==> config.mk <==
export PLATFORM = sky130hd
export DESIGN_NAME = cpu_alu_with_flags_top
export DESIGN_NICKNAME = d
export VERILOG_FILES = /design/src/hdl/cpuaf_pkg.sv /design/src/hdl/cpuaf_core.sv /design/src/hdl/cpu_alu_with_flags_top.sv
export SDC_FILE = /design/constraint.sdc
export NUM_CORES = 1
export LEC_CHECK = 0
export BUFFER_PORTS_ARGS = -buffer_cell sky130_fd_sc_hd__buf_2
export CAP_MARGIN = 25
export CORE_ASPECT_RATIO = 0.7
export CORE_MARGIN = 5
export CORE_UTILIZATION = 30
export CTS_CLUSTER_DIAMETER = 60
export CTS_CLUSTER_SIZE = 20
export DETAILED_ROUTE_END_ITERATION = 10
export RECOVER_POWER = 25
export SYNTH_ARGS = -nofsm -noshare
export SYNTH_HDL_FRONTEND = slang
export SYNTH_SLANG_ARGS = --single-unit
==> constraint.sdc <==
create_clock -name clk -period 5.9 [get_ports clk]
set_input_delay 1.18 -clock clk [delete_from_list [all_inputs] [get_ports clk]]
set_output_delay 1.18 -clock clk [all_outputs]
set_load 0.05 [all_outputs]
==> src/hdl/cpuaf_pkg.sv <==
// Shared types and constants for the ALU with flag byte.
`timescale 1ns / 1ps
`default_nettype none

package cpuaf_pkg;

  localparam int unsigned DataWidth = 16;
  localparam int unsigned ByteWidth = 8;
  localparam int unsigned OpWidth   = 4;

  localparam int unsigned FLAG_S = 7;
  localparam int unsigned FLAG_Z = 6;
  localparam int unsigned FLAG_H = 4;
  localparam int unsigned FLAG_P = 2;
  localparam int unsigned FLAG_N = 1;
  localparam int unsigned FLAG_C = 0;

  typedef enum logic [OpWidth-1:0] {
    OP_ADD   = 4'd0,
    OP_ADC   = 4'd1,
    OP_SUB   = 4'd2,
    OP_SBC   = 4'd3,
    OP_AND   = 4'd4,
    OP_XOR   = 4'd5,
    OP_OR    = 4'd6,
    OP_CP    = 4'd7,
    OP_INC8  = 4'd8,
    OP_DEC8  = 4'd9,
    OP_ADD16 = 4'd10,
    OP_INC16 = 4'd11,
    OP_DEC16 = 4'd12
  } alu_op_t;

  typedef struct packed {
    logic [OpWidth-1:0]   req_type;
    logic [DataWidth-1:0] operand_a;
    logic [DataWidth-1:0] operand_b;
    logic [ByteWidth-1:0] flags_in;
  } alu_req_t;

  typedef struct packed {
    logic [DataWidth-1:0] result;
    logic [ByteWidth-1:0] flags_out;
    logic                 write_back;
  } alu_res_t;

endpackage

`default_nettype wire

==> src/hdl/cpuaf_core.sv <==
// Combinational ALU datapath: result, flag byte and write-back enable.
`timescale 1ns / 1ps
`default_nettype none

module cpuaf_core (
  input  cpuaf_pkg::alu_req_t req,
  output cpuaf_pkg::alu_res_t res
);
  import cpuaf_pkg::*;

  logic [ByteWidth-1:0] a8;
  logic [ByteWidth-1:0] b8;
  logic                 cin;
  logic                 use_cin;
  logic [ByteWidth:0]   add9;
  logic [4:0]           add_lo;
  logic [ByteWidth-1:0] add_r;
  logic [ByteWidth:0]   sub9;
  logic [4:0]           sub_lo;
  logic [ByteWidth-1:0] sub_r;
  logic [ByteWidth-1:0] inc_r;
  logic [ByteWidth-1:0] dec_r;
  logic [ByteWidth-1:0] and_r;
  logic [ByteWidth-1:0] xor_r;
  logic [ByteWidth-1:0] or_r;
  logic [DataWidth:0]   add17;
  logic [12:0]          add13;
  logic [ByteWidth-1:0] r8;
  logic [ByteWidth-1:0] f;

  assign a8      = req.operand_a[ByteWidth-1:0];
  assign b8      = req.operand_b[ByteWidth-1:0];
  assign use_cin = (alu_op_t'(req.req_type) == OP_ADC) || (alu_op_t'(req.req_type) == OP_SBC);
  assign cin     = use_cin & req.flags_in[FLAG_C];

  assign add9   = {1'b0, a8} + {1'b0, b8} + {{ByteWidth{1'b0}}, cin};
  assign add_lo = {1'b0, a8[3:0]} + {1'b0, b8[3:0]} + {4'd0, cin};
  assign add_r  = add9[ByteWidth-1:0];
  assign sub9   = {1'b0, a8} - {1'b0, b8} - {{ByteWidth{1'b0}}, cin};
  assign sub_lo = {1'b0, a8[3:0]} - {1'b0, b8[3:0]} - {4'd0, cin};
  assign sub_r  = sub9[ByteWidth-1:0];
  assign inc_r  = a8 + 8'd1;
  assign dec_r  = a8 - 8'd1;
  assign and_r  = a8 & b8;
  assign xor_r  = a8 ^ b8;
  assign or_r   = a8 | b8;
  assign add17  = {1'b0, req.operand_a} + {1'b0, req.operand_b};
  assign add13  = {1'b0, req.operand_a[11:0]} + {1'b0, req.operand_b[11:0]};

  always_comb begin
    f              = req.flags_in;
    r8             = '0;
    res.result     = req.operand_a;
    res.write_back = 1'b1;
    unique case (alu_op_t'(req.req_type))
      OP_ADD, OP_ADC: begin
        r8        = add_r;
        f[FLAG_H] = add_lo[4];
        f[FLAG_P] = ((a8[7] ^ add_r[7]) & (b8[7] ^ add_r[7]));
        f[FLAG_C] = add9[ByteWidth];
        f[FLAG_N] = 1'b0;
      end
      OP_SUB, OP_SBC, OP_CP: begin
        r8        = sub_r;
        f[FLAG_H] = sub_lo[4];
        f[FLAG_P] = ((a8[7] ^ b8[7]) & (a8[7] ^ sub_r[7]));
        f[FLAG_C] = sub9[ByteWidth];
        f[FLAG_N] = 1'b1;
        if (alu_op_t'(req.req_type) == OP_CP) begin
          res.write_back = 1'b0;
        end
      end
      OP_AND, OP_XOR, OP_OR: begin
        if (alu_op_t'(req.req_type) == OP_AND) begin
          r8 = and_r;
        end else if (alu_op_t'(req.req_type) == OP_XOR) begin
          r8 = xor_r;
        end else begin
          r8 = or_r;
        end
        f[FLAG_H] = (alu_op_t'(req.req_type) == OP_AND);
        f[FLAG_P] = ~^r8;
        f[FLAG_N] = 1'b0;
        f[FLAG_C] = 1'b0;
      end
      OP_INC8: begin
        r8        = inc_r;
        f[FLAG_H] = (inc_r[3:0] == 4'h0);
        f[FLAG_P] = (inc_r == 8'h80);
        f[FLAG_N] = 1'b0;
      end
      OP_DEC8: begin
        r8        = dec_r;
        f[FLAG_H] = (dec_r[3:0] == 4'hF);
        f[FLAG_P] = (dec_r == 8'h7F);
        f[FLAG_N] = 1'b1;
      end
      OP_ADD16: begin
        res.result = add17[DataWidth-1:0];
        f[FLAG_H]  = add13[12];
        f[FLAG_C]  = add17[DataWidth];
        f[FLAG_N]  = 1'b0;
      end
      OP_INC16: begin
        res.result = req.operand_a + 16'd1;
      end
      OP_DEC16: begin
        res.result = req.operand_a - 16'd1;
      end
      default: begin
        res.write_back = 1'b0;
      end
    endcase
    if ((alu_op_t'(req.req_type) == OP_ADD) || (alu_op_t'(req.req_type) == OP_ADC) ||
        (alu_op_t'(req.req_type) == OP_SUB) || (alu_op_t'(req.req_type) == OP_SBC) ||
        (alu_op_t'(req.req_type) == OP_AND) || (alu_op_t'(req.req_type) == OP_XOR) ||
        (alu_op_t'(req.req_type) == OP_OR)  || (alu_op_t'(req.req_type) == OP_CP)  ||
        (alu_op_t'(req.req_type) == OP_INC8) || (alu_op_t'(req.req_type) == OP_DEC8)) begin
      res.result = {{(DataWidth-ByteWidth){1'b0}}, r8};
      f[FLAG_S]  = r8[7];
      f[FLAG_Z]  = (r8 == 8'h00);
    end
    res.flags_out = f;
  end

endmodule

`default_nettype wire

==> src/hdl/cpu_alu_with_flags_top.sv <==
// Top level: input register, ALU datapath and result register.
//
//   channel  | direction | handshake             | payload
//   ---------+-----------+-----------------------+------------------------------------------
//   in_      | input     | in_valid / in_ready   | req_type, operand_a, operand_b, flags_in
//   out_     | output    | out_valid / out_ready | result, flags_out, write_back
//
// One transfer per cycle in and out while out_ready stays high; a request passes through the input
// register, the single ALU pass and the result register before out_valid rises, and a stall
// on out_ready can hold it between the two registers.
// rst_n clears both valid bits; payload registers are not reset.
// A stall on out_ready holds the result register; the input register still takes a new item
// while either stage is free.
`timescale 1ns / 1ps
`default_nettype none

module cpu_alu_with_flags_top (
  input  wire logic                                   clk,
  input  wire logic                                   rst_n,
  input  wire logic                                   in_valid,
  output logic                                        in_ready,
  input  wire logic [cpuaf_pkg::OpWidth-1:0]          in_req_type,
  input  wire logic [cpuaf_pkg::DataWidth-1:0]        in_operand_a,
  input  wire logic [cpuaf_pkg::DataWidth-1:0]        in_operand_b,
  input  wire logic [cpuaf_pkg::ByteWidth-1:0]        in_flags_in,
  output logic                                        out_valid,
  input  wire logic                                   out_ready,
  output logic [cpuaf_pkg::DataWidth-1:0]             out_result,
  output logic [cpuaf_pkg::ByteWidth-1:0]             out_flags_out,
  output logic                                        out_write_back
);
  import cpuaf_pkg::*;

  logic     s1_v_r;
  alu_req_t s1_req_r;
  logic     s2_v_r;
  alu_res_t s2_res_r;
  alu_res_t s2_res_nxt;
  logic     s2_free;
  logic     s2_ld;

  assign s2_free  = !s2_v_r || out_ready;
  assign s2_ld    = s1_v_r && s2_free;
  assign in_ready = !s1_v_r || s2_free;

  always_ff @(posedge clk) begin
    if (!rst_n) begin
      s1_v_r <= 1'b0;
    end else if (in_ready) begin
      s1_v_r <= in_valid;
    end
    if (in_valid && in_ready) begin
      s1_req_r.req_type  <= in_req_type;
      s1_req_r.operand_a <= in_operand_a;
      s1_req_r.operand_b <= in_operand_b;
      s1_req_r.flags_in  <= in_flags_in;
    end
  end

  cpuaf_core u_core (
    .req (s1_req_r),
    .res (s2_res_nxt)
  );

  always_ff @(posedge clk) begin
    if (!rst_n) begin
      s2_v_r <= 1'b0;
    end else if (s2_free) begin
      s2_v_r <= s1_v_r;
    end
    if (s2_ld) begin
      s2_res_r <= s2_res_nxt;
    end
  end

  assign out_valid      = s2_v_r;
  assign out_result     = s2_res_r.result;
  assign out_flags_out  = s2_res_r.flags_out;
  assign out_write_back = s2_res_r.write_back;

  a_ready_when_empty: assert property (@(posedge clk) disable iff (!rst_n)
    !s1_v_r |-> in_ready)
    else $error("input stage empty but not ready");

  a_accept_fills_s1: assert property (@(posedge clk) disable iff (!rst_n)
    (in_valid && in_ready) |=> s1_v_r)
    else $error("accepted transfer lost in input stage");

  a_drain_empties: assert property (@(posedge clk) disable iff (!rst_n)
    (out_valid && out_ready && !s1_v_r) |=> !out_valid)
    else $error("result repeated after output transfer");

  a_stall_holds_s1: assert property (@(posedge clk) disable iff (!rst_n)
    (s1_v_r && !s2_free) |=> (s1_v_r && $stable(s1_req_r)))
    else $error("input stage changed while result stage stalled");

endmodule

`default_nettype wire
==> flow_summary.ini, run 1 <==
[worst_setup_path]
setup.worst_path.end_class = flop
critical_path_start_end_classification = reg2reg
setup.worst_path.start_class = flop
worst-r2r-setup-slack_ns = 1.68
crit_chain = nor2_1 -> nand3_1 -> inv_1 -> fa_1 -> inv_1 -> ha_1 -> or2_2 -> fa_1 -> o21a_1 -> o21ai_0 -> nand2b_1 -> a21o_1 -> xor2_1 -> a211oi_1 -> o21ai_0
timing.critical_path.arrival_ns = 4.30
crit_buf_inv = 2
critical_path_required_ns = 5.98
critPathMaxStageDelay_ns = 0.77
worstPathMaxFanout = 22
cpMaxStageDelayCell = edfxtp_1
critical_path.top_delay_family = adder cells

[global_route]
first_global_vias = 4711
grt_use_met1_pct = 27.2
global_routing_s_busiest_layer = met1
grt_max_degree = 45
initial_antenna_violation_count = 0
use_met3_pct = 5.60
wire_length_of_the_first_global_routing_pass_um = 28600
groute.usage.overall_pct = 16.5
globalRouteMet2Util_pct = 20.0
total_congestion_overflow = 0

[logic_synthesis]
gate_count_after_technology_mapping = 628
synthesized_net_count = 738
post_synth.cell_area_avg_um2 = 9.49
cell_area_synth_um2 = 5960
ys_dominant_reg_cell = edfxtp_1
synth_sequential_area_ratio_pct = 35.5
postSynth.asyncResetShare_pct = 0
synth_cell_type_count = 70
count_of_state_elements_after_synthesis = 71
number_of_synthesized_flops_with_an_enable_pin = 69
ys_warns = 0

[sta]
worst_setup_skew_after_layout_ns = 0.0146
setup_ws_ns = 1.68
final_number_of_setup_violating_endpoints = 0
setup_total_negative_slack_ns = 0
period_share_pct = 71.5
final-hold-violation-count = 0
max_clock_freq_mhz = 237
timing.max_slew.rel_slack_pct = 32.3
final_period_minus_worst_setup_slack_ns = 4.22
grt_setup_unrepaired = no
maxSlewViolCount = 0
max_slew.worst_pin.slew_ns = 1.01

[clock_network]
ctsRootBufferMaster = clkbuf_16
tritoncts = done
clk_pin_slew_worst_paths_ns = 0.07
clock_sink_count = 71
clk_path_buf_depth = 2
cts_htree_levels = 3
clock_latency_at_the_later_pin_of_the_worst_skew_pair_ns = 0.34
cts.hold.buffers_added = 0
post-cts-setup-buffers = 0
post_cts.resized_instances = 0
cts_inserted_buffers = 9

[drt]
detail_route.first_pass.iterations = 6
drc_errors = 0
drt_wl_total_um = 18800
first_iter_violations = 594
via_count = 5173
detail_routed_net_length_per_standard_cell_um = 19.6
detail-route-antenna-nets = 0
viasPerCell = 5.38

[floorplanning]
chipWidth_um = 178
core_box_area_um2 = 19700
top_level_ports = 75
initial_core_util_pct = 30.3
die_area_um2 = 22800
rows = 43
die_height_um = 128

[final_layout]
leading_cell_types_in_the_layout_fill_and_taps_excluded = buf_2 (74), edfxtp_1 (69), ha_1 (56)
antenna-diode-count = 0
post_layout_inst_area_um2 = 6920
most_common_cell_after_layout_fill_and_taps_aside = buf_2
num-nets-final = 796
layout-drive-gt1-share_pct = 16.5
area.sequential_um2 = 2110
fillCellCount = 2020
final_util_pct = 35.1
synthToLayoutAreaGrowth_pct = 16.2
multi_input_gate_area_um2 = 3590

[pwr]
leakage_nw = 2.80
p_total_mw = 1.71
ir_worst_vdd_mv = 0.139
power_per_cell_area_nw_per_um2 = 248

[run]
cap_viol_max_count = 0

[min_path]
hold_class = reg2reg

[placement]
routabilityCongestion = 0.991
numPortBuffers = 74
detailedPlacementHpwl_um = 14300
post-place-ws_ns = 1.73
placed_area_um2 = 6580

[run_status]
outcome = finished, final reports clean
## power breakdown
group | leakage, nW | switching, mW | internal (mW)
Sequential | 0.681 | 0.0329 | 0.592
Combinational | 1.96 | 0.290 | 0.174
Clock | 0.162 | 0.248 | 0.377
Total | 2.80 | 0.570 | 1.14
## state kept, by name (all words and copies together) (netlist names)
| register | cells |
|---|---|
| out_flags_out | 8 |
| out_result | 16 |
| out_valid | 1 |
| out_write_back | 1 |
| s1_req_r | 44 |
| s1_v_r | 1 |
## final timing paths
check / start / end / cells past startpoint
worst max register to register: s1_req_r[42] / out_result[6] / 15
worst min register to register: s1_req_r[5] / out_flags_out[5] / 0
worst max-delay path: s1_req_r[42] / out_result[6] / 15
worst min-delay path: s1_req_r[5] / out_flags_out[5] / 0
## stage by stage
stage               instances  hold WS (ns)
floorplan                 628         0.400
global route              961         0.431
finish                    961         0.420
CTS                       960         0.419
detailed placement        944         0.405
global placement          944         0.401
## synth_stat cells (all sizes together), types with 10 or more instances
cell type | n | area [µm²]
a211oi | 11 | 105
a21o | 17 | 128
a21oi | 45 | 225
and3 | 10 | 62.6
clkbuf | 29 | 109
edfxtp | 69 | 2070
ha | 56 | 701
inv | 32 | 120
nand2 | 38 | 143
nand3 | 12 | 60.1
nor2 | 53 | 199
nor3 | 21 | 110
o21ai | 33 | 165
o21bai | 10 | 75.1
o22ai | 10 | 62.6
xnor2 | 31 | 279
xor2 | 16 | 140
## metal layers
layer	vias to the layer above	part of all wire (%)
li1	2475	-
met1	2413	51
met2	269	36
met3	16	13
met4	0	0.95
met5	-	0
## logic make-up after synthesis
kind of cell    share of synthesized area [%]
compound gates                           23.1
xor+xnor                                 7.41
fa+ha+maj                                13.9
buf+inv                                  4.45
flops                                    35.5
mux                                      1.37
simple gates                             14.3
## layout make-up
class | instances | area share (%)
sequential | 71 | 30.5
clock inverter | 7 | 1.48
inverter | 32 | 1.74
multi-input combinational | 490 | 51.9
tap | 270 | 4.88
timing repair buffer | 82 | 6.27
clock buffer | 9 | 3.25
No activity file was read; power rests on OpenSTA's default activity.
==> run 2, diff against run 1 <==
clock period = 3.4 ns   (was 5.9 ns; I/O delays follow)
==> flow_summary.ini, run 2 (same netlist as run 1, synthesis figures left out) <==
[final_layout]
layout-drive-gt1-share_pct = 23.6
num-nets-final = 837
synthToLayoutAreaGrowth_pct = 23.7
antenna-diode-count = 0
instances_no_fill = 1002
leading_cell_types_in_the_layout_fill_and_taps_excluded = buf_2 (73), edfxtp_1 (69), nor2_1 (52), ha_1 (52), buf_4 (46)
top_register = s1_req_r
most_common_cell_after_layout_fill_and_taps_aside = buf_2
largest_register_ffs = 44

[global_route]
grt_max_degree = 34
wire_length_of_the_first_global_routing_pass_um = 28900
first_global_vias = 4895
initial_antenna_violation_count = 0
groute.usage.overall_pct = 16.7
total_congestion_overflow = 0

[clock_network]
cts_inserted_buffers = 9
clk_pin_slew_worst_paths_ns = 0.07
clock_latency_at_the_later_pin_of_the_worst_skew_pair_ns = 0.36
clock_sink_count = 71
cts_htree_levels = 3
clk_path_buf_depth = 2
tritoncts = done
cts.hold.buffers_added = 0
ctsRootBufferMaster = clkbuf_16

[placement]
numPortBuffers = 74
routabilityCongestion = 1.01
dpl.cell_count = 983
detailedPlacementHpwl_um = 14800
post-place-ws_ns = -0.0919

[worst_setup_path]
timing.critical_path.arrival_ns = 3.48
reg2regPathDepth = 13
worstPathMaxFanout = 3
crit_path_frequent_cell = fa_2
regToRegStartpoint = s1_req_r[43]
crit_chain = nor2_4 -> nand3_4 -> inv_2 -> fa_2 -> ha_4 -> or2_4 -> fa_2 -> o21a_1 -> or3_1 -> a31oi_1 -> o211ai_1 -> buf_4 -> o21bai_1
critical_path_required_ns = 3.51
critPathMaxStageDelay_ns = 0.47
critical_path_start_end_classification = reg2reg
cpMaxStageDelayCell = fa_2
worstReg2RegEnd = out_result[4]
setup.worst_path.end_class = flop
setup.worst_path.start_class = flop
worst-r2r-setup-slack_ns = 0.03

[floorplanning]
die_area_um2 = 22800
die_height_um = 128
chipWidth_um = 178
rows = 43
top_level_ports = 75
core_box_area_um2 = 19700
initial_core_util_pct = 30.3

[pwr]
ir_worst_vdd_mv = 0.264
leakage_nw = 3.01
p_total_mw = 3.03
power_per_cell_area_nw_per_um2 = 412

[sta]
max_clock_freq_mhz = 297
max_slew.worst_pin.slew_ns = 0.850
period_share_pct = 99.2
maxSlewViolCount = 0
grt_setup_unrepaired = yes
final-hold-violation-count = 0
setup_ws_ns = 0.0285
hold_slack_ns = 0.426
final_number_of_setup_violating_endpoints = 0
final_period_minus_worst_setup_slack_ns = 3.37
timing.max_slew.rel_slack_pct = 42.9
worst_setup_skew_after_layout_ns = 0.0163

[drt]
detail_route.first_pass.iterations = 5
drt_wl_total_um = 19200
detail_routed_net_length_per_standard_cell_um = 19.2
detail-route-antenna-nets = 0
drc_errors = 0
first_iter_violations = 655
viasPerCell = 5.45
via_count = 5456

[run_status]
outcome = finished, final reports clean

[min_path]
min-delay-start = s1_req_r[3]
timing.hold.worst_endpoint = out_flags_out[3]
whs_path_depth = 0
hold_class = reg2reg

[run]
cap_viol_max_count = 0
## run 2: worst max-delay path by stage
stage	startpoint	to	slack, ns
after floorplan	s1_req_r[40]	out_result[6]	-0.28
after global placement	s1_req_r[43]	out_result[6]	0.02
after detailed placement	s1_req_r[43]	out_result[6]	-0.09
after CTS	s1_req_r[43]	out_result[10]	-0.004
after global routing	s1_req_r[43]	out_flags_out[6]	-0.10
final	s1_req_r[43]	out_result[4]	0.03
## run 2: timing repair
action | 4_1_cts | 5_1_grt
setup endpoints to repair | 3 | 10
pin swaps | 7 | 8
gates resized for setup | 3 | 15
setup buffers | 0 | 3
gates cloned | 0 | 0
## run 2: layout make-up
type / count / area (µm²)
fill: 2021 / 12300
multi-input combinational: 490 / 3700
sequential: 71 / 2110
timing repair buffer: 123 / 774
tap: 270 / 338
clock buffer: 10 / 229
inverter: 32 / 120
clock inverter: 6 / 92.6
## run 2: power breakdown
| part | total (mW) | switching, mW | leakage (nW) | internal (mW) |
|---|---|---|---|---|
| clock network | 1.07 | 0.421 | 0.150 | 0.649 |
| registers | 1.06 | 0.0346 | 0.681 | 1.03 |
| logic | 0.901 | 0.542 | 2.18 | 0.358 |
## run 2: layer usage
metal	vias to the layer above	track usage, %	routed length (µm)
li1	2556	-	-
met5	-	0	0
met4	0	2.84	200
met3	20	6.22	2490
met1	2589	27.6	9550
met2	291	19.9	6990
## run 2: stage by stage
stage / setup TNS [ns] / util, % / instance area (µm²)
6_report: 0 / 37.4 / 7370
5_1_grt: -0.236 / 37.4 / 7370
4_1_cts: -0.00355 / 36.9 / 7270
3_5_place_dp: -0.146 / 35.2 / 6940
3_3_place_gp: 0 / 35.2 / 6940
2_1_floorplan: -1.12 / - / 6050
## run 2: worst max-delay path: cells and delay by family (launching register included)
family	cells	cell delay, ns
AOI/OAI and AO/OA	4	0.64
and+or+nand+nor	4	0.81
adders and majority gates	3	1.00
buffers and inverters	2	0.24
DFF	1	0.43
